## config.mk

```make
export PLATFORM = sky130hd
export DESIGN_NAME = motor_command_queue_sequencer
export DESIGN_NICKNAME = d
export VERILOG_FILES = /design/src/hdl/mcqs_pkg.sv /design/src/hdl/mcqs_ram.sv /design/src/hdl/mcqs_fifo.sv /design/src/hdl/mcqs_front.sv /design/src/hdl/mcqs_back.sv /design/src/hdl/motor_command_queue_sequencer.sv
export SDC_FILE = /design/constraint.sdc
export NUM_CORES = 1
export LEC_CHECK = 0
export ABC_AREA = 1
export BUFFER_PORTS_ARGS = -buffer_cell sky130_fd_sc_hd__buf_2
export CAP_MARGIN = 10
export CORE_UTILIZATION = 33
export DETAILED_ROUTE_END_ITERATION = 6
export REMOVE_ABC_BUFFERS = 1
export SETUP_SLACK_MARGIN = 0.15
export SYNTH_ARGS = -nofsm -noshare
export SYNTH_HDL_FRONTEND = slang
export SYNTH_SLANG_ARGS = --single-unit
```

## constraint.sdc

```tcl
create_clock -name clk -period 8.3 [get_ports clk]
set_input_delay 0.415 -clock clk [delete_from_list [all_inputs] [get_ports clk]]
set_output_delay 0.415 -clock clk [all_outputs]
set_load 0.05 [all_outputs]
```

## src/hdl/mcqs_pkg.sv

```systemverilog
// ----------------------------------------------------------------------------
// mcqs_pkg
// shared types and constants of the motor command queue sequencer
// ----------------------------------------------------------------------------
package mcqs_pkg;

  typedef enum logic [1:0] {
    CMD_ENABLE  = 2'd0,
    CMD_DISABLE = 2'd1,
    CMD_HOME    = 2'd2
  } cmd_t;

  typedef enum logic [1:0] {
    ST_STOPPED = 2'd0,
    ST_ENABLED = 2'd1,
    ST_RUNNING = 2'd2,
    ST_OTHER   = 2'd3
  } status_t;

  typedef enum logic [1:0] {
    DRV_STOP   = 2'd0,
    DRV_ENABLE = 2'd1,
    DRV_RUN    = 2'd2,
    DRV_HOME   = 2'd3
  } drive_t;

  localparam logic signed [31:0] HOME_RESET = 32'sd15849882;

  typedef struct packed {
    logic               cmd_ok;
    cmd_t               cmd;
    status_t            status;
    logic               homed;
    logic signed [31:0] feedback;
  } tick_t;

  typedef struct packed {
    drive_t             drive;
    logic signed [31:0] position;
    logic               done;
    logic               dropped;
    logic [3:0]         count;
  } result_t;

endpackage

```

## src/hdl/mcqs_ram.sv

```systemverilog
// ----------------------------------------------------------------------------
// mcqs_ram
// generic single write port ram with registered read
// ----------------------------------------------------------------------------
module mcqs_ram #(
  parameter int WIDTH = 2,
  parameter int DEPTH = 16
) (
  input  logic                     clk,
  input  logic                     we,
  input  logic [$clog2(DEPTH)-1:0] waddr,
  input  logic [WIDTH-1:0]         wdata,
  input  logic [$clog2(DEPTH)-1:0] raddr,
  output logic [WIDTH-1:0]         rdata
);

  logic [WIDTH-1:0] mem_r [DEPTH];
  logic [WIDTH-1:0] rdata_r;

  always_ff @(posedge clk) begin
    if (we) begin
      mem_r[waddr] <= wdata;
    end
    rdata_r <= mem_r[raddr];
  end

  assign rdata = rdata_r;

endmodule

```

## src/hdl/mcqs_fifo.sv

```systemverilog
// ----------------------------------------------------------------------------
// mcqs_fifo
// two entry queue that parts a producer from a consumer
// ----------------------------------------------------------------------------
module mcqs_fifo #(
  parameter int WIDTH = 8
) (
  input  logic             clk,
  input  logic             rst_n,
  input  logic             wr_en,
  input  logic [WIDTH-1:0] wr_data,
  output logic             full,
  input  logic             rd_en,
  output logic [WIDTH-1:0] rd_data,
  output logic             empty
);

  logic [WIDTH-1:0] mem_r [2];
  logic             wptr_r;
  logic             rptr_r;
  logic [1:0]       cnt_r;
  logic [1:0]       cnt_nxt;
  logic             do_wr;
  logic             do_rd;

  assign full    = (cnt_r == 2'd2);
  assign empty   = (cnt_r == 2'd0);
  assign do_wr   = wr_en && !full;
  assign do_rd   = rd_en && !empty;
  assign cnt_nxt = cnt_r + 2'(do_wr) - 2'(do_rd);
  assign rd_data = mem_r[rptr_r];

  always_ff @(posedge clk) begin
    if (!rst_n) begin
      wptr_r <= 1'b0;
      rptr_r <= 1'b0;
      cnt_r  <= 2'd0;
    end else begin
      if (do_wr) begin
        wptr_r <= ~wptr_r;
      end
      if (do_rd) begin
        rptr_r <= ~rptr_r;
      end
      cnt_r <= cnt_nxt;
    end
  end

  always_ff @(posedge clk) begin
    if (do_wr) begin
      mem_r[wptr_r] <= wr_data;
    end
  end

endmodule

```

## src/hdl/mcqs_front.sv

```systemverilog
// ----------------------------------------------------------------------------
// mcqs_front
// takes input items, marks known commands and queues them for the back part
// ----------------------------------------------------------------------------
module mcqs_front (
  input  logic               clk,
  input  logic               rst_n,
  input  logic               in_push,
  output logic               in_full,
  input  logic               in_msg_valid,
  input  logic [1:0]         in_msg_cmd,
  input  logic [1:0]         in_motor_status,
  input  logic               in_motor_homed,
  input  logic signed [31:0] in_feedback_position,
  input  logic               tick_pop,
  output logic               tick_empty,
  output mcqs_pkg::tick_t    tick
);

  import mcqs_pkg::*;

  tick_t tick_in;

  always_comb begin
    tick_in.cmd_ok   = in_msg_valid && (in_msg_cmd <= CMD_HOME);
    tick_in.cmd      = cmd_t'(in_msg_cmd);
    tick_in.status   = status_t'(in_motor_status);
    tick_in.homed    = in_motor_homed;
    tick_in.feedback = in_feedback_position;
  end

  mcqs_fifo #(
    .WIDTH($bits(tick_t))
  ) u_tick_q (
    .clk     (clk),
    .rst_n   (rst_n),
    .wr_en   (in_push),
    .wr_data (tick_in),
    .full    (in_full),
    .rd_en   (tick_pop),
    .rd_data (tick),
    .empty   (tick_empty)
  );

endmodule

```

## src/hdl/mcqs_back.sv

```systemverilog
// ----------------------------------------------------------------------------
// mcqs_back
// command ring and head execution against motor status, one tick a cycle on fire
// ----------------------------------------------------------------------------
module mcqs_back #(
  parameter int QUEUE_DEPTH = 16
) (
  input  logic               clk,
  input  logic               rst_n,
  input  logic               fire,
  input  mcqs_pkg::tick_t    tick,
  input  logic               cfg_we,
  input  logic signed [31:0] cfg_data,
  output mcqs_pkg::result_t  result
);

  import mcqs_pkg::*;

  localparam int IDX_W = $clog2(QUEUE_DEPTH);
  localparam logic [IDX_W-1:0] LAST_IDX  = IDX_W'(QUEUE_DEPTH - 1);
  localparam logic [IDX_W:0]   DEPTH_EXT = (IDX_W + 1)'(QUEUE_DEPTH);

  logic [IDX_W-1:0]   head_r, head_nxt;
  logic [IDX_W-1:0]   pend_r, pend_nxt;
  logic signed [31:0] latch_r, latch_nxt;
  drive_t             last_drv_r, last_drv_nxt;
  logic signed [31:0] last_pos_r, last_pos_nxt;
  logic signed [31:0] home_r;
  logic               byp_r, byp_nxt;
  cmd_t               byp_cmd_r;

  logic               push;
  logic               drop;
  logic [IDX_W:0]     slot_sum;
  logic [IDX_W-1:0]   wr_addr;
  logic               wr_en;
  logic [IDX_W-1:0]   cnt_push;
  logic [IDX_W-1:0]   cnt_after;
  logic [IDX_W-1:0]   head_inc;
  logic [1:0]         ram_q;
  cmd_t               q_cmd;
  cmd_t               head_cmd;
  logic               finished;
  drive_t             drive;
  logic signed [31:0] pos;
  logic [IDX_W+3:0]   cnt_ext;

  // ring slot after the last waiting command
  always_comb begin
    push     = tick.cmd_ok && (pend_r < LAST_IDX);
    drop     = tick.cmd_ok && !push;
    slot_sum = {1'b0, head_r} + {1'b0, pend_r};
    wr_addr  = (slot_sum >= DEPTH_EXT) ? IDX_W'(slot_sum - DEPTH_EXT)
                                       : slot_sum[IDX_W-1:0];
    wr_en    = fire && push;
    cnt_push = pend_r + IDX_W'(push);
    head_inc = (head_r == LAST_IDX) ? '0 : head_r + IDX_W'(1);
    q_cmd    = byp_r ? byp_cmd_r : cmd_t'(ram_q);
    head_cmd = (pend_r == '0) ? tick.cmd : q_cmd;
  end

  // head command against the motor status
  always_comb begin
    drive     = last_drv_r;
    pos       = last_pos_r;
    latch_nxt = latch_r;
    finished  = 1'b0;
    if (cnt_push != '0) begin
      case (head_cmd)
        CMD_ENABLE: begin
          if (tick.status == ST_RUNNING) begin
            drive    = DRV_RUN;
            pos      = latch_r;
            finished = 1'b1;
          end else if (tick.status == ST_ENABLED) begin
            drive     = DRV_RUN;
            pos       = tick.feedback;
            latch_nxt = tick.feedback;
          end else begin
            drive = DRV_ENABLE;
          end
        end
        CMD_DISABLE: begin
          if (tick.status != ST_STOPPED) begin
            drive = DRV_STOP;
          end else begin
            finished = 1'b1;
          end
        end
        default: begin
          drive    = tick.homed ? DRV_RUN : DRV_HOME;
          pos      = home_r;
          finished = tick.homed;
        end
      endcase
    end
  end

  always_comb begin
    cnt_after    = cnt_push - IDX_W'(finished);
    head_nxt     = head_r;
    pend_nxt     = pend_r;
    last_drv_nxt = last_drv_r;
    last_pos_nxt = last_pos_r;
    if (fire) begin
      head_nxt     = finished ? head_inc : head_r;
      pend_nxt     = cnt_after;
      last_drv_nxt = drive;
      last_pos_nxt = pos;
    end
    // entry written at the next head address is not yet visible at the read port
    byp_nxt = wr_en && (wr_addr == head_nxt);
  end

  always_comb begin
    cnt_ext         = {4'b0, cnt_after};
    result.drive    = drive;
    result.position = pos;
    result.done     = finished;
    result.dropped  = drop;
    result.count    = cnt_ext[3:0];
  end

  always_ff @(posedge clk) begin
    if (!rst_n) begin
      head_r     <= '0;
      pend_r     <= '0;
      latch_r    <= '0;
      last_drv_r <= DRV_STOP;
      last_pos_r <= '0;
      home_r     <= HOME_RESET;
      byp_r      <= 1'b0;
    end else begin
      head_r     <= head_nxt;
      pend_r     <= pend_nxt;
      if (fire) begin
        latch_r <= latch_nxt;
      end
      last_drv_r <= last_drv_nxt;
      last_pos_r <= last_pos_nxt;
      if (cfg_we) begin
        home_r <= cfg_data;
      end
      byp_r      <= byp_nxt;
    end
  end

  always_ff @(posedge clk) begin
    byp_cmd_r <= tick.cmd;
  end

  mcqs_ram #(
    .WIDTH(2),
    .DEPTH(QUEUE_DEPTH)
  ) u_cmd_ram (
    .clk   (clk),
    .we    (wr_en),
    .waddr (wr_addr),
    .wdata (tick.cmd),
    .raddr (head_nxt),
    .rdata (ram_q)
  );

endmodule

```

## src/hdl/motor_command_queue_sequencer.sv

```systemverilog
// ----------------------------------------------------------------------------
// motor_command_queue_sequencer
// queues enable, disable and home commands for one motor and runs the head
// command against the motor status, one result item per input item
// ----------------------------------------------------------------------------
// path: an accepted item waits in the front queue and its result in the result queue
// throughput: one item per cycle unless the result queue is full; each tick is
// done from the head entry read the cycle before, bypassing a fresh write
// reset: synchronous, active low; both item queues empty, ring empty, drive
// stop at position zero, home_position back to 15849882; ring entries are not
// cleared and are only read after they are written
module motor_command_queue_sequencer #(
  parameter int QUEUE_DEPTH = 16
) (
  input  logic               clk,
  input  logic               rst_n,
  input  logic               in_push,
  output logic               in_full,
  input  logic               in_msg_valid,
  input  logic [1:0]         in_msg_cmd,
  input  logic [1:0]         in_motor_status,
  input  logic               in_motor_homed,
  input  logic signed [31:0] in_feedback_position,
  output logic               out_empty,
  input  logic               out_pop,
  output logic [1:0]         out_drive_command,
  output logic signed [31:0] out_command_position,
  output logic               out_cmd_done,
  output logic               out_msg_dropped,
  output logic [3:0]         out_queue_count,
  input  logic               cfg_valid,
  output logic               cfg_ready,
  input  logic signed [31:0] cfg_home_position
);

  import mcqs_pkg::*;

  localparam logic [3:0] FULL_CNT = 4'((QUEUE_DEPTH - 1) % 16);

  tick_t   tick;
  logic    tick_empty;
  logic    res_full;
  logic    fire;
  result_t res_in;
  result_t res_out;

  assign cfg_ready = 1'b1;
  assign fire      = !tick_empty && !res_full;

  mcqs_front u_front (
    .clk                  (clk),
    .rst_n                (rst_n),
    .in_push              (in_push),
    .in_full              (in_full),
    .in_msg_valid         (in_msg_valid),
    .in_msg_cmd           (in_msg_cmd),
    .in_motor_status      (in_motor_status),
    .in_motor_homed       (in_motor_homed),
    .in_feedback_position (in_feedback_position),
    .tick_pop             (fire),
    .tick_empty           (tick_empty),
    .tick                 (tick)
  );

  mcqs_back #(
    .QUEUE_DEPTH(QUEUE_DEPTH)
  ) u_back (
    .clk      (clk),
    .rst_n    (rst_n),
    .fire     (fire),
    .tick     (tick),
    .cfg_we   (cfg_valid && cfg_ready),
    .cfg_data (cfg_home_position),
    .result   (res_in)
  );

  mcqs_fifo #(
    .WIDTH($bits(result_t))
  ) u_res_q (
    .clk     (clk),
    .rst_n   (rst_n),
    .wr_en   (fire),
    .wr_data (res_in),
    .full    (res_full),
    .rd_en   (out_pop),
    .rd_data (res_out),
    .empty   (out_empty)
  );

  assign out_drive_command    = res_out.drive;
  assign out_command_position = res_out.position;
  assign out_cmd_done         = res_out.done;
  assign out_msg_dropped      = res_out.dropped;
  assign out_queue_count      = res_out.count;

  // an accepted item is waiting for the back part in the next cycle
  a_accept_queued: assert property (@(posedge clk) disable iff (!rst_n)
    (in_push && !in_full) |=> !tick_empty)
    else $error("accepted item missing from front queue");

  // a result only shows up after the back part ran a tick
  a_result_from_tick: assert property (@(posedge clk) disable iff (!rst_n)
    $fell(out_empty) |-> $past(fire))
    else $error("result item without a tick");

  // a refused command means the ring was full
  a_drop_when_full: assert property (@(posedge clk) disable iff (!rst_n)
    (fire && res_in.dropped && !res_in.done) |-> (res_in.count == FULL_CNT))
    else $error("command dropped with room in the ring");

endmodule

```

After elaboration in Yosys (flattened, before gate mapping)
Memory sizes are Yosys's and may differ from the RTL's. A register that Yosys moved wholly into a read port is not among the register bits.
Cells that the tools add are included.
{ "word_totals": {"output_inout_bits": 43, "input_bits": 75, "ramBits": 188, "ff_bits": 117, "wordCells": 93, "mem_count": 3} }
{ "op_classes": {"n_reduce_logical": 22, "magnitude_cmp": 3, "bitwise": 5, "add_sub_neg": 9, "mux": 30, "eq_ne": 7} }
{ "mem_list": {"columns": ["memory", "depth", "width", "read_ports", "rd_clocked_by_memory_dff", "wr", "line_no", "source"], "rows": [
  ["u_res_q.mem_r", 2, 40, 1, 1, 1, "mcqs_fifo.sv:18", "logic [WIDTH-1:0] mem_r [2];"],
  ["u_front.u_tick_q.mem_r", 2, 38, 1, 1, 1, "mcqs_fifo.sv:18", null],
  ["u_back.u_cmd_ram.mem_r", 16, 2, 1, 1, 1, "mcqs_ram.sv:17", "logic [WIDTH-1:0] mem_r [DEPTH];"]
]} }
{ "ops": {"columns": ["operator", "n"], "rows": [
  ["two-way mux 32 bit", 3],
  ["one-hot mux 32 bit (2 select lines)", 1],
  ["two-way mux 4 bit", 4],
  ["two-way mux 1 bit", 14],
  ["two-way mux 2 bit", 6],
  ["logical AND 1 bit", 10],
  ["== test 2 bit (second input constant)", 3],
  ["zero test 2 bit", 3],
  ["adder 4 x 4 -> 5 bit", 1],
  [">= comparator 5 bit (second input constant)", 1],
  ["zero test 1 bit", 5],
  ["inverter 1 bit", 5],
  ["AND reduction 5 bit", 1],
  ["adder 2 x 1 -> 2 bit", 2],
  ["adder 4 x 1 -> 4 bit", 1],
  ["adder 4 x 1 -> 4 bit (second input constant)", 1],
  ["== test 2 x 1 -> 1 bit (second input constant)", 2],
  ["== test 4 bit", 1],
  ["== test 4 bit (second input constant)", 1],
  ["zero test 4 bit", 1],
  ["< comparator 4 bit (second input constant)", 1],
  ["one-hot mux 2 bit (2 select lines)", 1],
  ["nonzero test 4 bit", 1],
  ["subtractor 2 x 1 -> 2 bit", 2],
  ["5 further kinds", 5]
]} }

Longest topological paths before layout
{ "logic_depth": {"word_depth": 9, "ltp_mapped": 22, "depth_no_buf": 20} }

By module
From an unflattened synthesis, not the netlist that was laid out.
{ "unflattened": {"cells_unflattened": 1365, "hier_area_um2": 13875.8} }
{ "modules_own_cells": {"columns": ["mod", "area_each_um2", "seq_area_each_um2", "instances", "cells_each"], "rows": [
  ["mcqs_back", 6099.6, 2182.1, 1, 883],
  ["mcqs_fifo at u_res_q", 3145.5, 2502.4, 1, 162],
  ["mcqs_fifo at u_front.u_tick_q", 3071.7, 2382.3, 1, 156],
  ["mcqs_ram", 1531.5, 1001.0, 1, 159],
  ["motor_command_queue_sequencer", 15.0, 0.0, 1, 3],
  ["mcqs_front", 12.5, 0.0, 1, 2]
]} }

Worst setup path before layout
No wires, ideal clock.
{ "synth_timing": {"kind": "register to register", "start": "reg u_res_q.cnt_r[1]", "end": "mem u_res_q.mem_r[1][0] (netlist name) (enable)", "t_required_ps": 7861, "path_slack_ps": 5258, "period_less_slack_ps": 3042, "arrival_time_ps": 2603, "path_stages_with_launch": 6, "setup_ps": 439, "path_buffers": 2, "cell_sequence": "dfxtp_1 inv_1 o22ai_1 clkbuf_1 clkbuf_1 nor2_1"} }
{ "synth_via": {"elab_chain_cells": 6} }
{ "synth_lines": {"columns": ["element", "line_no", "source"], "rows": [
  ["start: declaration", "mcqs_fifo.sv:21", "logic [1:0] cnt_r;"],
  ["start signal: assignment", "mcqs_fifo.sv:45", "cnt_r <= cnt_nxt;"],
  ["== test 2 bit *", "mcqs_fifo.sv:26", "assign full = (cnt_r == 2'd2);"],
  ["zero test 1 bit *", "mcqs_fifo.sv:28, motor_command_queue_sequencer.sv:48", null],
  ["logical AND 1 bit", "motor_command_queue_sequencer.sv:48", "assign fire = !tick_empty && !res_full;"],
  ["logical AND 1 bit *", "mcqs_fifo.sv:28", "assign do_wr = wr_en && !full;"],
  ["two-way mux 1 bit *", "mcqs_fifo.sv:50", "if (do_wr) begin"],
  ["two-way mux 1 bit (implied by the code) *", "mcqs_fifo.sv:51", "mem_r[wptr_r] <= wr_data;"],
  ["end: declaration", "mcqs_fifo.sv:18", null]
]} }
Mark *: on every way between the ends. The rest lies on a longest branch, timed or not.

==> metrics.cfg <==
[yosys]
post_synth_num_cell_types = 42
syn_inst = 1365
ys_seq_area_share_pct = 60.3
ys.flop_type = edfxtp_1
avgSynthCellArea_um2 = 9.81
syn_area_mm2 = 0.0134
async_reset_ff_share_pct = 0
yosysWarnings = 0
synth-seq-cells = 309
synth_edf_count = 188

[floorplan]
rows = 73
start_util_pct = 33.6
fp.dieW_um = 203
die_area_mm2 = 0.0414
die_y_um = 203
io_pins = 118
core_area_mm2 = 0.0398

[global_route]
grt_max_degree = 78
gr-total-overflow = 0
grt_pass1_wl_mm = 49.0
antenna_found_initial = 0
grt_pass1_vias = 8975
gr-usage-all-layers_pct = 15.2

[job]
maxCapViolCount = 0

[pwr]
power_density_mw_per_mm2 = 443
p_leak_nw = 6.31
ir_drop_mv = 0.180

[worst_setup_path]
crit_type = flop to flop
cp_max_fo = 35
crit_chain = mux2i_1 -> nor2_1 -> ha_1 -> ha_1 -> inv_1 -> nand2_1 -> nand2_1 -> nor3_2 -> nand2_2 -> inv_1 -> a21oi_2 -> buf_4 -> o21ai_0 -> o21ai_0 -> inv_1
crit_top_cell = inv_1
start_kind = flop
cp_slowest_cell = dfxtp_1
reg2reg_depth = 15
slowest_delay_ns = 0.77
arrival_ns = 4.75
endpoint_kind = flop
critPathRequiredTime_ns = 8.78

[outcome]
status = complete, no violations

[sta]
tns_ns = 0
setup_violations = 0
fin_crit_sh_pct = 51.5
slew_headroom_pct = 26.6
slew_viol_final = 0
max_freq_mhz = 234
period_needed_ns = 4.27
fin_hold_ws_ns = 0.0282
tightest_slew_ns = 1.10
finalHoldViolCount = 0
finClkSkew_ns = 0.0134
grt_setup_unrepaired = no

[routing]
viasPerCell = 4.75
wl_mm = 31.8
drt_iter0_markers = 738
ant_nets = 0
post-route-drc-count = 0
vias = 9553
firstDrtPassIters = 5
post_drt_wl_per_cell_um = 15.8

[clocking]
clock-sinks = 309
htree_levels = 1
cts_tree = built
clkTransAtPathRegs_ns = 0.06
clock_latency_ns = 0.58
numCtsBuffers = 31
cts-root-buf = clkbuf_16
cts.path.max_buffers = 3

[placed_design]
gp_congestion = 0.820
hpwl_mm = 21.0
io_buffer_count = 116
dp_cells = 1947

[worst_hold_path]
whs_path_depth = 1
hp-class = input pin to flop

[final_layout]
final_util_pct = 39.2
stdcell_count = 2012
layout.nets = 1552
drive_above_1_share_pct = 17.6
flow.area_growth_from_synthesis_pct = 16.6

[sequential cells by signal, summed over array words and instances, names as in the netlist, 4 cells and up, named ones only]
name,cells
u_back.latch_r,32
u_back.head_r,4
u_back.home_r,32
u_back.last_pos_r,32
u_back.pend_r,4
u_front.u_tick_q.mem_r,76
u_back.u_cmd_ram.mem_r,32
u_res_q.mem_r,80
[synthesized netlist by cell type, types with 2 or more instances]
master,instances,area share [%]
inv_1,211,5.9
o21ai_0,210,7.9
edfxtp_1,188,42
nand2_1,148,4.2
a21oi_1,134,5.0
dfxtp_1,121,18
nor2_1,68,1.9
clkbuf_1,53,1.5
nand3_1,42,1.6
mux2_2,40,3.4
o22ai_1,32,1.5
ha_1,15,1.4
or2_2,12,0.56
buf_1,9,0.25
nor3_1,9,0.34
buf_2,6,0.22
mux2i_1,6,0.45
nand3b_1,6,0.34
o21ai_1,6,0.22
xor2_1,6,0.39
inv_2,5,0.14
nand2_2,5,0.23
nand2_4,4,0.34
a211oi_1,3,0.17
nand4_1,3,0.14
xnor2_1,3,0.20
buf_4,2,0.11
buf_6,2,0.17
o21ai_2,2,0.13
xor2_2,2,0.24
[kinds of logic (layout without fill, tap and decap cells)]
family / after synthesis / in the layout / synth area share, %
AND/OR/NAND/NOR: 304 / 304 / 10.2
XOR/XNOR: 11 / 11 / 0.832
AO/OA/AOI/OAI: 388 / 388 / 14.9
buffers and inverters: 290 / 411 / 8.37
other: 1 / 2 / 0.0280
flip-flops: 309 / 309 / 60.3
multiplexers: 46 / 46 / 3.81
adder cells (fa/ha/maj): 16 / 16 / 1.55
[stage by stage]
stage | setup WS (ns) | area, um2 | total power [W]
6_report | 4.03 | 15600 | 0.00692
5_1_grt | 3.62 | 15600 | 0.00736
4_1_cts | 3.35 | 15600 | 0.00695
3_5_place_dp | 3.38 | 14500 | 0.00551
3_3_place_gp | 3.51 | 14500 | 0.00544
2_1_floorplan | 3.11 | 13100 | 0.00454
[repair_timing]
item | in CTS | in global routing
setup buffers | 0 | 0
gates resized for setup | 0 | 0
hold buffers | 5 | 0
endpoints found under the hold margin | 9 | 0
[power by group]
group / switching [W] / internal (W) / total (W)
registers: 0.000131 / 0.00225 / 0.00238
logic: 0.00229 / 0.000812 / 0.00311
clock network: 0.000579 / 0.000855 / 0.00143
total: 0.00300 / 0.00391 / 0.00692
[cell type report]
cell class,instances,area (um2)
Timing Repair Buffer,135,748
Antenna cell,1,2.50
Tap cell,525,657
Clock inverter,10,141
Fill cell,3954,24200
Inverter,218,820
Clock buffer,48,920
Multi-Input combinational cell,766,4250
Sequential cell,309,8070
[cells in the final DEF, fill, tap and decap left out, types with 5 or more instances in the layout]
master,Yosys,layout
buf_4,2,13
a21oi_1,134,133
mux2_2,40,40
dfxtp_1,121,120
clkbuf_8,0,8
mux2i_1,6,6
dlygate4sd3_1,0,5
or2_2,12,12
o21ai_0,210,210
nand2_1,148,148
nand2_2,5,5
inv_2,5,5
clkbuf_16,0,31
clkbuf_1,53,9
o22ai_1,32,31
nor3_1,9,9
xor2_1,6,6
o21ai_1,6,6
inv_1,211,210
nor2_1,68,64
nand3_1,42,41
edfxtp_1,188,188
ha_1,15,15
buf_2,6,116
nand3b_1,6,6
[worst paths after layout]
check	from	end	slack, ns
setup / recovery	flop	u_back.last_pos_r[29]$_SDFFE_PN0P_	4.03
hold / removal	in_feedback_position[2]	u_front.u_tick_q.mem_r[1][2]$_DFFE_PP_	0.03
setup reg to reg	flop	u_back.last_pos_r[29]$_SDFFE_PN0P_	4.03
hold reg to reg	u_res_q.rptr_r$_SDFFE_PN0P_	flop	0.45
[routing by layer]
layer / global-route usage (%) / vias to the layer above / routed length [um]
li1: - / 4800 / -
met1: 21.9 / 4452 / 15100
met2: 23.8 / 263 / 14300
met3: 2.16 / 38 / 1820
met4: 4.51 / 0 / 626
met5: 0 / - / 0
[worst max-delay path, delay by kind of cell, from the launching register on]
family,cells,cell delay (ns)
multiplexers,1,0.50
flip-flops,1,0.77
buffers and inverters,4,0.67
AND/OR/NAND/NOR,5,0.90
adder cells (fa/ha/maj),2,0.47
AO/OA/AOI/OAI,3,0.83
Note: power is estimated with default switching activity, not from simulation.
